File: src/hdl/kcd_ram.sv
`timescale 1ns / 1ps
module kcd_ram #(
   parameter int WIDTH = 8,
   parameter int DEPTH = 16
) (
   input  logic                     clock,
   input  logic                     we,
   input  logic [$clog2(DEPTH)-1:0] waddr,
   input  logic [WIDTH-1:0]         wdata,
   input  logic [$clog2(DEPTH)-1:0] raddr,
   output logic [WIDTH-1:0]         rdata
);
   logic [WIDTH-1:0] mem [DEPTH];
   logic [WIDTH-1:0] rdata_ff;

   always_ff @(posedge clock) begin
      if (we) begin
         mem[waddr] <= wdata;
      end
      rdata_ff <= mem[raddr];
   end

   assign rdata = rdata_ff;
endmodule

File: config.mk
export PLATFORM = sky130hd
export DESIGN_NAME = kcd_ram
export DESIGN_NICKNAME = d
export VERILOG_FILES = /design/src/hdl/kcd_ram.sv
export SDC_FILE = /design/constraint.sdc
export NUM_CORES = 1
export LEC_CHECK = 0
export BUFFER_PORTS_ARGS = -buffer_cell sky130_fd_sc_hd__buf_4
export CAP_MARGIN = 20
export CORE_MARGIN = 2
export CORE_UTILIZATION = 30
export CTS_BUF_LIST = sky130_fd_sc_hd__clkbuf_16
export CTS_CLUSTER_SIZE = 14
export DETAILED_ROUTE_END_ITERATION = 8
export GPL_TIMING_DRIVEN = 0
export REMOVE_ABC_BUFFERS = 1
export SYNTH_ARGS = -nofsm -noshare
export SYNTH_HDL_FRONTEND = slang
export SYNTH_SLANG_ARGS = --single-unit
File: constraint.sdc
create_clock -name clock -period 2.2 [get_ports clock]
set_clock_uncertainty 0.05 [all_clocks]
set_input_delay 0 -clock clock [delete_from_list [all_inputs] [get_ports clock]]
set_output_delay 0 -clock clock [all_outputs]
set_load 0.02 [all_outputs]
==> impl_summary.log <==
[metrics] clock-pin slew on the worst setup and hold paths: about 0.06 ns
[metrics] Starting Density: 30.8%
[metrics] GRT Overall Usage: 11.9%
[metrics] placed wire-length estimate: roughly 6100 um
[metrics] Worst Path Max Fanout: 8
[metrics] worst endpoint data arrival time: between 1.5 and 2 ns
[metrics] area grow syn2layout: 22.8%
[metrics] antenna violation net count after detailed routing: 0
[metrics] leading post-synthesis cells by instance count: sky130_fd_sc_hd__edfxtp_1, sky130_fd_sc_hd__mux4_2, sky130_fd_sc_hd__a22oi_1
[metrics] antenna violations before repair: 0
[metrics] post-synthesis sequential element count: approximately 140
[metrics] final net count: 291
[metrics] number of maximum-capacitance constraint violations: 0
[metrics] vias in the first global route: approximately 2400
[metrics] clock tree root driver cell: sky130_fd_sc_hd__clkbuf_16
[metrics] Final Util: between 30% and 40%
[metrics] actual slew at the worst max-slew pin: around 1.0 ns
[metrics] Chip Height: 135 um
[metrics] run status: complete, but fails checks
[metrics] placeable core region: 16700 um^2
[metrics] number of diodes: 0
[metrics] clock insertion delay at the later pin of the skew report: 0.42 ns
[metrics] Std-Cell Rows: 47
[metrics] data required time at the worst endpoint: 2.19 ns
[metrics] power per cell area: 1030 nW/um^2
[metrics] Buffers & Inverters on Critical Path: 2
[metrics] Clock Path Buffers: 2
[metrics] overall routed net length: approximately 10000 um
[metrics] port bufs: 25
[metrics] clock tree from TritonCTS: built
[metrics] violations in the final reports: negative hold slack
[metrics] final setup TNS: 0 ns
[metrics] CTS Sinks: between 100 and 150
[metrics] maximum number of pins on one net before global-route repair: 33
[metrics] final RePlAce weighted congestion: 0.704
[metrics] startpoint type of the worst setup path: input pin
[metrics] Min-Delay Path Class: in2reg
[metrics] CP top delay family: simple AND/OR/NAND/NOR gates
[metrics] critical path class: in2reg
[metrics] number of instances in the synthesized netlist: 229
[metrics] cell with the biggest individual delay on the critical path: sky130_fd_sc_hd__nor2_1
[metrics] count of H-tree levels built during CTS: 4
[metrics] number of enable flip-flop cells after synthesis: around 130
[metrics] relative slew slack: ~33%
[metrics] share of flip-flops with an asynchronous set or reset: 0%
[metrics] minimum period implied by the final worst setup slack: between 1.5 and 2 ns
[metrics] most used standard cell by instance count after synthesis: sky130_fd_sc_hd__edfxtp_1
[metrics] Pins Over Slew Limit: 0
[metrics] total iterations of the first detailed-routing run: 4
[metrics] CTS buffer count: 17
[metrics] DRC viols: 0
[metrics] Leak: 2.09 nW
[metrics] Die X: 135 um
[metrics] Yosys warning total: 0
[metrics] via count: approximately 2400
[metrics] kind of capture point of the worst setup path: flip-flop
[metrics] sequential fraction of the synthesis area: between 70 and 80%
[metrics] area share of the leading cell type in the synthesized netlist: roughly three quarters
[metrics] cells traversed along the worst timing path: dlygate4sd3_1, buf_4, nand2b_1, nor2_1
[metrics] number of DRC markers in iteration 0: between 200 and 300
[metrics] number of I/O pins: 26
[metrics] Hold Worst Slack: -0.000722 ns
[metrics] post-CTS setup buffers: 0
[metrics] final critical-path share of the clock period: just under 80%
[metrics] remaining global-route overflow: 0
[metrics] post-synthesis average cell area: 22.5 um^2
[metrics] Setup-failing EPs final: 0
[metrics] Fmax achieved: 575 MHz
[metrics] Synth area leaders: sky130_fd_sc_hd__edfxtp_1, sky130_fd_sc_hd__mux4_2, sky130_fd_sc_hd__mux4_1, sky130_fd_sc_hd__dfxtp_1, sky130_fd_sc_hd__a22oi_1
[metrics] Post-Synthesis Cell Area: roughly 5100 um^2
[metrics] post-synth cell types: 19
[metrics] cts repair resizes: 0
[metrics] Total Die Area: around 18000 um^2
[metrics] share of final-layout standard cells stronger than drive strength 1: 26.9%
[metrics] max incr delay on CP: 0.80 ns
[metrics] routed wirelength normalized by instance count: between 15 and 20 um
[metrics] maximum vdd ir drop: approximately 0.63 mV
[metrics] Hold Violations, Final: 3
[metrics] global-route wire length before repair: 15100 um
[metrics] biggest area consumer among synthesized cells: sky130_fd_sc_hd__edfxtp_1
[metrics] total power consumption of the routed design: 6.49 mW
[metrics] setup repair after global routing missed its margin: no
[metrics] main flop type after synthesis: sky130_fd_sc_hd__edfxtp_1
[metrics] average via count per standard cell: 4.74
state kept, by name, indices dropped and copies added, names as in the netlist:
signal  cells
rdata       8
mem       128
path summary, 6_finish.rpt:
kind                        startpoint                  end  slack (ns)  depth (start not counted)
setup reg to reg   mem[3][6]$_DFFE_PP_     rdata[6]$_DFF_P_        0.72                          3
hold reg to reg   mem[14][3]$_DFFE_PP_     rdata[3]$_DFF_P_        0.62                          3
hold / removal                waddr[1]  mem[4][7]$_DFFE_PP_     -0.0007                          2
setup / recovery              waddr[0]  mem[2][6]$_DFFE_PP_        0.46                          4
cells in the final DEF, fill, tap and decap left out:
master                          instances
sky130_fd_sc_hd__clkinv_1               1
sky130_fd_sc_hd__clkinv_4               1
sky130_fd_sc_hd__nand3_1                1
sky130_fd_sc_hd__nor2b_1                1
sky130_fd_sc_hd__inv_1                  2
sky130_fd_sc_hd__a22oi_1               16
sky130_fd_sc_hd__clkbuf_16             17
sky130_fd_sc_hd__and2b_1                1
sky130_fd_sc_hd__nor2_1                13
sky130_fd_sc_hd__nand2_1                9
sky130_fd_sc_hd__mux4_2                18
sky130_fd_sc_hd__or3b_2                 1
sky130_fd_sc_hd__and2_1                 1
sky130_fd_sc_hd__bufinv_16              7
sky130_fd_sc_hd__clkinv_2               1
sky130_fd_sc_hd__clkinvlp_4             3
sky130_fd_sc_hd__buf_4                 26
sky130_fd_sc_hd__nand3b_1               2
sky130_fd_sc_hd__edfxtp_1             128
sky130_fd_sc_hd__mux4_1                14
sky130_fd_sc_hd__dfxtp_1                8
sky130_fd_sc_hd__dlygate4sd3_1          9
sky130_fd_sc_hd__nor3_1                 1
sky130_fd_sc_hd__nor3_2                 3
sky130_fd_sc_hd__nand2b_1               2
metrics by stage:
| stage | std cells | cell area, um^2 | setup slack, ns |
|---|---|---|---|
| after floorplan | 219 | 5060 | 0.657 |
| after global placement | 464 | 5520 | -0.0673 |
| after detailed placement | 465 | 5550 | 0.299 |
| after CTS | 506 | 6320 | 0.458 |
| after global routing | 506 | 6320 | 0.419 |
| final | 506 | 6320 | 0.460 |
cells by family (layout without fill, tap and decap cells):
family | count (synthesis) | count (layout) | synth area share, %
buffers and inverters | 10 | 67 | 1.68
DFF | 136 | 136 | 77.8
AOI/OAI and AO/OA | 16 | 16 | 2.33
and+or+nand+nor | 35 | 35 | 3.18
muxes | 32 | 32 | 15.0
layout make-up:
| cell class | count | area (um^2) |
|---|---|---|
| Sequential cell | 136 | 4000 |
| Multi-Input combinational cell | 83 | 1070 |
| Fill cell | 1529 | 10400 |
| Tap cell | 220 | 275 |
| Clock inverter | 15 | 258 |
| Timing Repair Buffer | 35 | 285 |
| Clock buffer | 17 | 425 |
timing repair:
| action | 4_1_cts | 5_1_grt |
|---|---|---|
| hold buffers | 9 | 0 |
| endpoints found under the setup margin | 0 | 0 |
| endpoints found under the hold margin | 131 | 0 |
per-layer routing:
metal	track usage, %	vias to the layer above	part of all wire, %
met5	0	-	0
met4	4.05	0	0.55
met3	4.88	8	9.4
met2	17.4	79	46
met1	16.0	1247	44
li1	-	1063	-
report_power, final:
group	internal [mW]	leakage, nW	total (mW)	switching [mW]
Sequential	2.90	1.22	2.91	0.0140
Clock	2.22	0.329	3.27	1.05
Combinational	0.132	0.537	0.305	0.173
Total	5.25	2.09	6.49	1.23
Note: power is estimated with default switching activity, not from simulation.
